**config.mk**
```make
export PLATFORM = sky130hd
export DESIGN_NAME = signed_bcd_fixed_point_adder
export DESIGN_NICKNAME = d
export VERILOG_FILES = /design/src/sv/sbfa_pkg.sv /design/src/sv/sbfa_bcd_adder.sv /design/src/sv/sbfa_digit_count.sv /design/src/sv/signed_bcd_fixed_point_adder.sv
export VERILOG_INCLUDE_DIRS = /design/src /design/src/sv
export SDC_FILE = /design/constraint.sdc
export NUM_CORES = 1
export LEC_CHECK = 0
export BUFFER_PORTS_ARGS = -buffer_cell sky130_fd_sc_hd__buf_2
export CELL_PAD_IN_SITES_DETAIL_PLACEMENT = 1
export CELL_PAD_IN_SITES_GLOBAL_PLACEMENT = 1
export CORE_MARGIN = 5
export CORE_UTILIZATION = 26
export DETAILED_ROUTE_END_ITERATION = 8
export PLACE_DENSITY_LB_ADDON = 0.05
export RECOVER_POWER = 50
export SLEW_MARGIN = 40
export SYNTH_ARGS = -nofsm -noshare
export SYNTH_HDL_FRONTEND = slang
export SYNTH_SLANG_ARGS = --single-unit
```
**constraint.sdc**
```tcl
create_clock -name clk -period 14.11 [get_ports clk]
set_input_delay 0 -clock clk [delete_from_list [all_inputs] [get_ports clk]]
set_output_delay 0 -clock clk [all_outputs]
set_load 0.02 [all_outputs]
```
**src/sv/signed_bcd_fixed_point_adder_macros.svh**
```systemverilog
// Assertion macros for the signed BCD fixed-point adder.
// No dependencies; included by the files that carry concurrent assertions.
`ifndef SIGNED_BCD_FIXED_POINT_ADDER_MACROS_SVH
`define SIGNED_BCD_FIXED_POINT_ADDER_MACROS_SVH

// Same-cycle implication, disabled while reset is asserted.
`define SBFA_ASSERT_NOW(label, clk, rst_n, ante, cons, msg) \
  label: assert property (@(posedge clk) disable iff (!(rst_n)) (ante) |-> (cons)) \
    else $error(msg);

// Next-cycle implication, disabled while reset is asserted.
`define SBFA_ASSERT_NEXT(label, clk, rst_n, ante, cons, msg) \
  label: assert property (@(posedge clk) disable iff (!(rst_n)) (ante) |=> (cons)) \
    else $error(msg);

`endif

```
**src/sv/sbfa_pkg.sv**
```systemverilog
// Package for the signed BCD fixed-point adder: digit counts, widths,
// the count struct and BCD digit helpers. No dependencies.
package sbfa_pkg;

  localparam int INT_DIGITS  = 8;
  localparam int FRAC_DIGITS = 8;
  localparam int ALL_DIGITS  = INT_DIGITS + FRAC_DIGITS;
  localparam int DIGIT_W     = 4;
  localparam int INT_W       = INT_DIGITS * DIGIT_W;
  localparam int FRAC_W      = FRAC_DIGITS * DIGIT_W;
  localparam int MAG_W       = ALL_DIGITS * DIGIT_W;
  localparam int SUM_INT_W   = (INT_DIGITS + 1) * DIGIT_W;
  localparam int RES_W       = MAG_W + DIGIT_W;
  localparam int CNT_W       = 4;

  localparam logic [DIGIT_W-1:0] DIGIT_MAX = DIGIT_W'(9);
  localparam logic [DIGIT_W-1:0] BCD_BIAS  = DIGIT_W'(6);

  typedef struct packed {
    logic [CNT_W-1:0] frac_cnt;
    logic [CNT_W-1:0] int_cnt;
  } sbfa_counts_t;

  // Nibble is not a decimal digit.
  function automatic logic digit_bad(input logic [DIGIT_W-1:0] d);
    return d > DIGIT_MAX;
  endfunction

  // Nine's complement of every digit of a magnitude.
  function automatic logic [MAG_W-1:0] nines_comp(input logic [MAG_W-1:0] m);
    logic [MAG_W-1:0] r;
    r = '0;
    for (int k = 0; k < ALL_DIGITS; k++) begin
      r[k*DIGIT_W +: DIGIT_W] = DIGIT_MAX - m[k*DIGIT_W +: DIGIT_W];
    end
    return r;
  endfunction

endpackage

```
**src/sv/sbfa_bcd_adder.sv**
```systemverilog
// Packed-BCD adder over the full magnitude width, with carry in and out.
// Depends on sbfa_pkg.
module sbfa_bcd_adder (
  input  logic [sbfa_pkg::MAG_W-1:0] x,
  input  logic [sbfa_pkg::MAG_W-1:0] y,
  input  logic                       cin,
  output logic [sbfa_pkg::MAG_W-1:0] sum,
  output logic                       cout
);
  import sbfa_pkg::*;

  logic [MAG_W-1:0] biased;
  logic [MAG_W:0]   raw;
  logic [MAG_W:0]   carries;

  // Pre-bias every digit by six so the binary carries land on digit edges.
  always_comb begin
    for (int k = 0; k < ALL_DIGITS; k++) begin
      biased[k*DIGIT_W +: DIGIT_W] = x[k*DIGIT_W +: DIGIT_W] + BCD_BIAS;
    end
  end

  assign raw     = {1'b0, biased} + {1'b0, y} + {{MAG_W{1'b0}}, cin};
  assign carries = {1'b0, biased} ^ {1'b0, y} ^ raw;

  // Digits that produced no decimal carry still hold the bias; take it out.
  always_comb begin
    for (int k = 0; k < ALL_DIGITS; k++) begin
      if (carries[(k+1)*DIGIT_W]) begin
        sum[k*DIGIT_W +: DIGIT_W] = raw[k*DIGIT_W +: DIGIT_W];
      end else begin
        sum[k*DIGIT_W +: DIGIT_W] = raw[k*DIGIT_W +: DIGIT_W] - BCD_BIAS;
      end
    end
  end

  assign cout = raw[MAG_W];

endmodule

```
**src/sv/sbfa_digit_count.sv**
```systemverilog
// Fraction and integer significant-digit counts of a BCD result.
// Depends on sbfa_pkg.
module sbfa_digit_count (
  input  logic [sbfa_pkg::RES_W-1:0] res,
  output sbfa_pkg::sbfa_counts_t     counts
);
  import sbfa_pkg::*;

  always_comb begin
    counts.frac_cnt = '0;
    // Lowest nonzero fraction digit sets the count; scan downward so it wins.
    for (int k = FRAC_DIGITS - 1; k >= 0; k--) begin
      if (res[k*DIGIT_W +: DIGIT_W] != '0) begin
        counts.frac_cnt = CNT_W'(FRAC_DIGITS - k);
      end
    end
    counts.int_cnt = CNT_W'(1);
    for (int k = 0; k <= INT_DIGITS; k++) begin
      if (res[FRAC_W + k*DIGIT_W +: DIGIT_W] != '0) begin
        counts.int_cnt = CNT_W'(k + 1);
      end
    end
  end

endmodule

```
**src/sv/signed_bcd_fixed_point_adder.sv**
```systemverilog
// Signed BCD fixed-point adder, top level. Uses sbfa_pkg, sbfa_bcd_adder,
// sbfa_digit_count and the assertion macros header.
//
// Adds two sign-magnitude decimal numbers of eight packed-BCD integer digits
// and eight fraction digits. Equal signs add magnitudes (integer part may grow
// to nine digits); opposite signs subtract the smaller magnitude from the
// larger and keep the larger operand's sign; a zero result is always
// positive. Any nibble above nine forces an all-zero result with invalid set
// and int_digit_count 1. Timing: an operand pair is captured in an input
// register, goes through one pass of BCD adders and digit counting, and lands
// in the output register; one transfer is accepted every cycle while in_stall
// is low. Three 16-digit BCD adders work in
// parallel (sum, a minus b, b minus a); the carry out of a minus b picks the
// larger magnitude, so the longest path is one 64-bit carry chain followed by
// a mux and the digit counters. in_stall only rises when both registers are
// full and the output is stalled. No state beyond the pipeline valid bits.
`include "signed_bcd_fixed_point_adder_macros.svh"

module signed_bcd_fixed_point_adder (
  input  logic                           clk,
  input  logic                           rst_n,
  input  logic                           in_valid,
  output logic                           in_stall,
  input  logic                           in_a_negative,
  input  logic [sbfa_pkg::INT_W-1:0]     in_a_int,
  input  logic [sbfa_pkg::FRAC_W-1:0]    in_a_frac,
  input  logic                           in_b_negative,
  input  logic [sbfa_pkg::INT_W-1:0]     in_b_int,
  input  logic [sbfa_pkg::FRAC_W-1:0]    in_b_frac,
  output logic                           out_valid,
  input  logic                           out_stall,
  output logic                           out_sum_negative,
  output logic [sbfa_pkg::SUM_INT_W-1:0] out_sum_int,
  output logic [sbfa_pkg::FRAC_W-1:0]    out_sum_frac,
  output logic [sbfa_pkg::CNT_W-1:0]     out_frac_digit_count,
  output logic [sbfa_pkg::CNT_W-1:0]     out_int_digit_count,
  output logic                           out_invalid
);
  import sbfa_pkg::*;

  // Input register
  logic             in_valid_r;
  logic             a_neg_r, b_neg_r;
  logic [MAG_W-1:0] a_mag_r, b_mag_r;

  // Output register
  logic                 out_valid_r;
  logic                 sum_neg_r;
  logic [RES_W-1:0]     res_r;
  logic                 invalid_r;
  sbfa_counts_t         counts_r;

  logic             out_adv;
  logic             in_take;

  // Combinational datapath
  logic             bad;
  logic [MAG_W-1:0] sum_mag, dab_mag, dba_mag;
  logic             sum_cout, dab_cout, dba_cout;
  logic [RES_W-1:0] res_nxt;
  logic             sum_neg_nxt;
  sbfa_counts_t     counts_nxt;

  // Output register loads when empty or when its content transfers out;
  // the input register loads when empty or when it hands off.
  assign out_adv  = !out_valid_r || !out_stall;
  assign in_take  = !in_valid_r || out_adv;
  assign in_stall = !in_take;

  always_ff @(posedge clk) begin
    if (!rst_n) begin
      in_valid_r <= 1'b0;
    end else if (in_take) begin
      in_valid_r <= in_valid;
    end
  end

  always_ff @(posedge clk) begin
    if (in_take && in_valid) begin
      a_neg_r <= in_a_negative;
      b_neg_r <= in_b_negative;
      a_mag_r <= {in_a_int, in_a_frac};
      b_mag_r <= {in_b_int, in_b_frac};
    end
  end

  // Any non-decimal nibble in either operand
  always_comb begin
    bad = 1'b0;
    for (int k = 0; k < ALL_DIGITS; k++) begin
      if (digit_bad(a_mag_r[k*DIGIT_W +: DIGIT_W]) ||
          digit_bad(b_mag_r[k*DIGIT_W +: DIGIT_W])) begin
        bad = 1'b1;
      end
    end
  end

  sbfa_bcd_adder u_add_sum (
    .x    (a_mag_r),
    .y    (b_mag_r),
    .cin  (1'b0),
    .sum  (sum_mag),
    .cout (sum_cout)
  );

  // Ten's complement subtraction; carry out set means minuend >= subtrahend
  sbfa_bcd_adder u_sub_ab (
    .x    (a_mag_r),
    .y    (nines_comp(b_mag_r)),
    .cin  (1'b1),
    .sum  (dab_mag),
    .cout (dab_cout)
  );

  sbfa_bcd_adder u_sub_ba (
    .x    (b_mag_r),
    .y    (nines_comp(a_mag_r)),
    .cin  (1'b1),
    .sum  (dba_mag),
    .cout (dba_cout)
  );

  always_comb begin
    if (a_neg_r == b_neg_r) begin
      res_nxt     = {{(DIGIT_W-1){1'b0}}, sum_cout, sum_mag};
      sum_neg_nxt = a_neg_r;
    end else if (dab_cout) begin
      res_nxt     = {{DIGIT_W{1'b0}}, dab_mag};
      sum_neg_nxt = a_neg_r;
    end else begin
      // b strictly larger; dba_cout is set here
      res_nxt     = {{DIGIT_W{1'b0}}, dba_mag};
      sum_neg_nxt = b_neg_r | !dba_cout;
    end
    if (bad) begin
      res_nxt = '0;
    end
    // no minus zero
    if (res_nxt == '0) begin
      sum_neg_nxt = 1'b0;
    end
  end

  sbfa_digit_count u_count (
    .res    (res_nxt),
    .counts (counts_nxt)
  );

  always_ff @(posedge clk) begin
    if (!rst_n) begin
      out_valid_r <= 1'b0;
    end else if (out_adv) begin
      out_valid_r <= in_valid_r;
    end
  end

  always_ff @(posedge clk) begin
    if (out_adv && in_valid_r) begin
      sum_neg_r <= sum_neg_nxt;
      res_r     <= res_nxt;
      invalid_r <= bad;
      counts_r  <= counts_nxt;
    end
  end

  assign out_valid            = out_valid_r;
  assign out_sum_negative     = sum_neg_r;
  assign out_sum_int          = res_r[RES_W-1:FRAC_W];
  assign out_sum_frac         = res_r[FRAC_W-1:0];
  assign out_frac_digit_count = counts_r.frac_cnt;
  assign out_int_digit_count  = counts_r.int_cnt;
  assign out_invalid          = invalid_r;

  // Checks on the result register
  `SBFA_ASSERT_NOW(a_invalid_zeroes, clk, rst_n, out_valid_r && invalid_r, res_r == '0 && !sum_neg_r && counts_r.int_cnt == CNT_W'(1) && counts_r.frac_cnt == '0, "invalid result not cleared")
  `SBFA_ASSERT_NOW(a_no_minus_zero, clk, rst_n, out_valid_r && sum_neg_r, res_r != '0, "negative zero result")
  `SBFA_ASSERT_NOW(a_frac_cnt_zero, clk, rst_n, out_valid_r, (counts_r.frac_cnt == '0) == (res_r[FRAC_W-1:0] == '0), "fraction count disagrees with fraction")
  `SBFA_ASSERT_NEXT(a_result_loaded, clk, rst_n, in_valid_r && out_adv, out_valid_r, "input register did not hand off")

endmodule
```
# Word-level counts from Yosys, hierarchy flattened
# Index checks and enable logic that the tools add are counted.
# word_totals
register_bits	210
in_bits	134
# op_classes
mux	83
addsub	117
n_lt_le_gt_ge	32
n_bitwise	7
reduce_logical	43
eq_ne	1
# op_table
operator	count
64-bit by 64-bit adder with 65-bit output	3
65-bit XOR	3
4-bit 2-to-1 mux	48
4-bit by 3-bit subtractor with 4-bit output (second input constant)	48
64-bit XOR	3
65-bit by 1-bit adder with 65-bit output (second input constant)	2
4-bit by 3-bit adder with 4-bit output (second input constant)	32
4-bit > comparator (second input constant)	32
4-bit subtractor (first input constant)	32
68-bit zero test	1
68-bit 2-to-1 mux	1
65-bit 2-to-1 mux	1
64-bit 2-to-1 mux	1
4-bit nonzero test	16
3-bit 2-to-1 mux	8
1-bit 2-to-1 mux	20
1-bit logical OR	18
2-bit 2-to-1 mux	4
1-bit zero test	5
1-bit logical AND	2
2-bit OR reduction	1
1-bit equality test	1
1-bit OR	1

# Logic depth before layout (Yosys ltp)
# depth
word_depth	27
mapped_depth	26
depth_no_buf	25

# Modules after synthesis
# A second synthesis with hierarchy kept.
# hier_totals
hier_cells	3001
area_unflattened_um2	25707.2
# modules_own_cells
module	area_per_inst_um2	cells_each	instances
signed_bcd_fixed_point_adder	9486.6	700	1
sbfa_bcd_adder (u_sub_ab)	5383.9	767	1
sbfa_bcd_adder (u_sub_ba)	5330.1	748	1
sbfa_bcd_adder (u_add_sum)	5253.8	743	1
sbfa_digit_count	252.7	43	1

# Worst setup path before layout
# No wires, ideal clock.
# synth_path
kind	reg-to-reg
from	register out_valid_r, in the netlist out_valid
to	register a_mag_r[0] (enable)
setup_ns	0.633
path_buffers	0
stages_incl_launch_ff	3
t_required_ns	13.477
synth_period_minus_slack_ns	6.993
arrival_time_ns	6.359
setup_slack_ns	7.117
cell_sequence	dfxtp_1 -> and3_1 -> nor2b_1
# synth_between
elab_chain_cells	4
# synth_lines
element	line	rtl
start: declaration	signed_bcd_fixed_point_adder.sv:47	logic out_valid_r;
start signal: assignment	signed_bcd_fixed_point_adder.sv:153	out_valid_r <= in_valid_r;
1-bit zero test	signed_bcd_fixed_point_adder.sv:66	assign out_adv = !out_valid_r || !out_stall;
1-bit logical OR	signed_bcd_fixed_point_adder.sv:66	
1-bit logical OR	signed_bcd_fixed_point_adder.sv:67	assign in_take = !in_valid_r || out_adv;
1-bit logical AND	signed_bcd_fixed_point_adder.sv:79	if (in_take && in_valid) begin
end signal: assignment	signed_bcd_fixed_point_adder.sv:82	a_mag_r <= {in_a_int, in_a_frac};
end: declaration	signed_bcd_fixed_point_adder.sv:44	logic [MAG_W-1:0] a_mag_r, b_mag_r;
# Every way passes these cells.
# A chain may end at the register's enable or synchronous reset.

# Final worst setup path
# layout_path
from	register a_mag_r[1]
to	register sum_neg_r, in the netlist out_sum_negative, data pin
# layout_between
elab_chain_cells	20
elab_cells_between_ends	132
# layout_lines
element	line	rtl
branches (longest 18 deep; another with 64-bit by 64-bit adder with 65-bit output)	-	
68-bit 2-to-1 mux *	signed_bcd_fixed_point_adder.sv:135	if (bad) begin
via res_nxt[63]	signed_bcd_fixed_point_adder.sv:60	logic [RES_W-1:0] res_nxt;
68-bit zero test *	signed_bcd_fixed_point_adder.sv:139	if (res_nxt == '0) begin
end signal: assignment	signed_bcd_fixed_point_adder.sv:159	sum_neg_r <= sum_neg_nxt;
end: declaration	signed_bcd_fixed_point_adder.sv:48	logic sum_neg_r;
# Mark *: on every way through the listed nets, which the timed path passes.

==> impl_metrics.csv <==
group,metric,value,unit
sta,setup_tns,0,ps
synth,synth-seq-cells,207,
final_layout,final_common_cell,"a21oi_1",
place,placed_area,0.02725,mm2
critical_path,crit_fanout,8,
die,die_w,318.8,um
synth,synth_fa_ha_area_share,13.92,%
sta,holdWs,79.96,ps
critical_path,worstSetupPathType,"flip-flop to flip-flop",
route,wirelength,134.6,mm
final_layout,fillers,11200,
critical_path,r2r_slack,7210,ps
hold_path,hp-class,"input pin to flip-flop",
cts,clk_path_buf_depth,3,
cts,cts_tree,"done",
run,maxCapViolCount,2,
sta,period_share,48.92,%
route,first_iter_violations,2276,
global_route,grtUsageTotal,25.29,%
die,ios,214,
cts,clk_pin_slew,60,ps
final_layout,final_util,31.08,%
sta,clock-skew-final,34.97,ps
critical_path,reg2reg_depth,24,
sta,period_minus_slack,6903,ps
critical_path,reg2reg_from,"a_mag_r[1]",
power_and_ir_drop,p_leak,12.06,nW
route,wl_per_cell,29.26,um
cts,cts_buffers,28,
synth,yosysTopAreaCell,"edfxtp_1",
critical_path,worstReg2RegEnd,"out_sum_negative",
critical_path,cp-end-kind,"flip-flop",
synth,async_flop_share,0,%
power_and_ir_drop,power.density,116.9,mW/mm2
final_layout,nets,3719,
final_layout,design_area,0.02948,mm2
synth,synth-edff-count,205,
synth,synth_top_family_by_area,"compound AO/OA/AOI/OAI gates",
sta,hold_viol,0,
global_route,grt_overflow,0,
final_layout,seqCellArea,0.006196,mm2
cts,cts_max_level,1,
critical_path,startpoint_type,"flip-flop",
run_status,violations,"max-capacitance violations, max-slew violations",
global_route,grt_pass1_vias,26140,
synth,synth_compound_area_share,26.18,%
cts,cts_setup_buffers,0,
global_route,antenna_found_initial,3,
sta,setup_viol_count_final,0,
cts,cts_num_sinks,207,
global_route,grt_max_degree,60,
sta,worstMarginPinSlew,3488,ps
synth,yosys_warnings,0,
synth,synth_area,0.02479,mm2
synth,ys_seq_area_share,25.00,%
synth,synth_cells,3018,
synth,syn_avg_cell_area,8.213,um2
route,ant_nets,0,
final_layout,drive_above_1_share,9.451,%
critical_path,crit_start,"a_mag_r[1]",
cts,clk-insertion-delay-late,630,ps
global_route,grt_pass1_wl,190.6,mm
critical_path,cp-endpoint,"out_sum_negative",
route,drt_first_pass_iters,5,
place,io_buffers,210,
sta,rsz0062_at_grt,"no",
synth,synthSimpleGateAreaFrac,18.37,%
route,drt-vias-per-instance,5.531,
sta,slew_viol_final,43,
route,drc,0,
synth,synth_xor_area_share,9.505,%
cts,cts_resized,0,
die,fp.coreArea,0.09487,mm2
final_layout,multi_input_area,0.01729,mm2
final_layout,synthToLayoutAreaGrowth,18.95,%
route,num_vias,25450,
synth,synthMuxAreaShare,1.277,%
die,start_util,26.13,%
final_layout,final_cell_mix,"a21oi_1, ha_1, nand2_1, nor2_1, inv_1",
place,gp_congestion,0.9358,
critical_path,required,14450,ps
sta,relSlewSlack,-134.6,%
synth,synth_cell_type_count,110,
critical_path,cp.arrival,7250,ps
run_status,status,"finished with violations",
synth,synthFlopType,"edfxtp_1",
place,hpwl,112.8,mm
sta,fmax,0.1449,GHz
die,rows,113,
power_and_ir_drop,vdd_ir_drop_max,0.1074,mV
die,die_h,318.8,um
synth,synth_area_leaders,"edfxtp_1, ha_1, a21oi_1",
die,dieArea,0.1016,mm2
cts,clockRootBuffer,"clkbuf_16",
synth,synth_top_cell_area_share,24.83,%
-- metal layers --
metal  up-vias  wire [um]  GRT usage [%]
met5         -          0              0
met4         0       3893          6.454
met3       112      10010          5.466
li1      11690          -              -
met1     12810      62980          36.07
met2       835      57740          38.92
-- stage by stage --
stage          setup slack (ps)  cells  power [mW]
2_1_floorplan              7117   3020       1.949
3_3_place_gp               7319   4411       2.613
3_5_place_dp               7245   4412       2.623
4_1_cts                    7172   4598       3.458
5_1_grt                    6772   4598       3.647
6_report                   7207   4601       3.447
-- kinds of logic (layout without fill, tap and decap cells) --
logic type               count (synthesis)  in the layout
multiplexers                            31             31
AND/OR/NAND/NOR                        907            907
AO/OA/AOI/OAI                          991            991
flip-flops                             207            207
other                                    1              6
buffers and inverters                  342            655
adder cells (fa/ha/maj)                274            274
XOR/XNOR                               265            265
-- where the power goes --
| part | internal [mW] | switching (mW) |
|---|---|---|
| logic | 0.646 | 1.29 |
| registers | 0.716 | 0.0270 |
| clock network | 0.468 | 0.301 |
| total | 1.83 | 1.62 |
-- synth_stat cells, types with 9 or more instances --
cell and instances:
o22ai_1 12, o211ai_1 31, nor2_1 217, nand3_1 69
a211o_1 10, xnor2_1 155, o21ai_0 205, o21a_1 37
a21oi_1 297, nor4_1 28, a22oi_1 9, inv_1 214
o31a_1 10, or2_2 15, nand4_1 56, a41oi_1 10
or3_1 19, a31oi_1 26, and3_1 28, mux2i_1 26
xor2_1 107, a21boi_0 9, a221o_1 11, nand2b_1 36
nor3_1 50, edfxtp_1 205, buf_2 46, nor2b_1 40
o31ai_1 24, nand2_1 249, o221ai_1 10, and2_1 26
and4_1 12, a211oi_1 33, buf_4 13, clkbuf_1 58
a21o_1 63, ha_1 271, o21ai_1 24, o21bai_1 39
-- state kept, by name (all words and copies together) (netlist names) --
| signal | cells |
|---|---|
| a_neg_r | 1 |
| a_mag_r | 64 |
| out_valid | 1 |
| b_mag_r | 64 |
| out_invalid | 1 |
| b_neg_r | 1 |
| in_valid_r | 1 |
| out_sum_negative | 1 |
| out_frac_digit_count | 4 |
| out_int_digit_count | 4 |
| res_r | 65 |
-- worst max-delay path, stage by stage, from the launching register on --
cell,delay (ps)
edfxtp_1,480
inv_1,140
ha_1,230
xnor2_1,330
inv_1,80
ha_1,370
o211ai_1,140
o21ai_2,280
nor4b_4,400
o21ai_2,200
a2111oi_4,730
nor2_2,320
o41ai_4,630
a21boi_1,160
xnor2_1,180
ha_1,220
nor2_1,140
nor2_1,50
a31oi_1,200
a41oi_1,90
xnor2_1,190
o22ai_1,160
a211oi_1,110
nor4_2,570
a41oi_1,200
-- how the worst min path moves through the flow --
stage,start,end,cells past startpoint
floorplan,in_a_frac[0],a_mag_r[0],0
global placement,in_a_int[14],a_mag_r[46],1
detailed placement,in_a_frac[19],a_mag_r[19],1
CTS,in_b_int[24],b_mag_r[56],2
global route,in_a_frac[9],a_mag_r[9],2
finish,in_a_int[24],a_mag_r[56],2
-- timing repair --
item / in CTS / in global routing
endpoints found under the hold margin: 170 / 0
setup endpoints to repair: 0 / 0
hold buffers: 134 / 0
-- layout make-up --
cell class	count	area share, %
tap	1265	5.368
clock inverter	15	0.7935
sequential	207	21.01
timing repair buffer	387	8.844
clock buffer	37	2.559
multi-input combinational	2471	58.65
antenna	3	0.02546
inverter	216	2.750
Power figures use the tool's default switching activity.
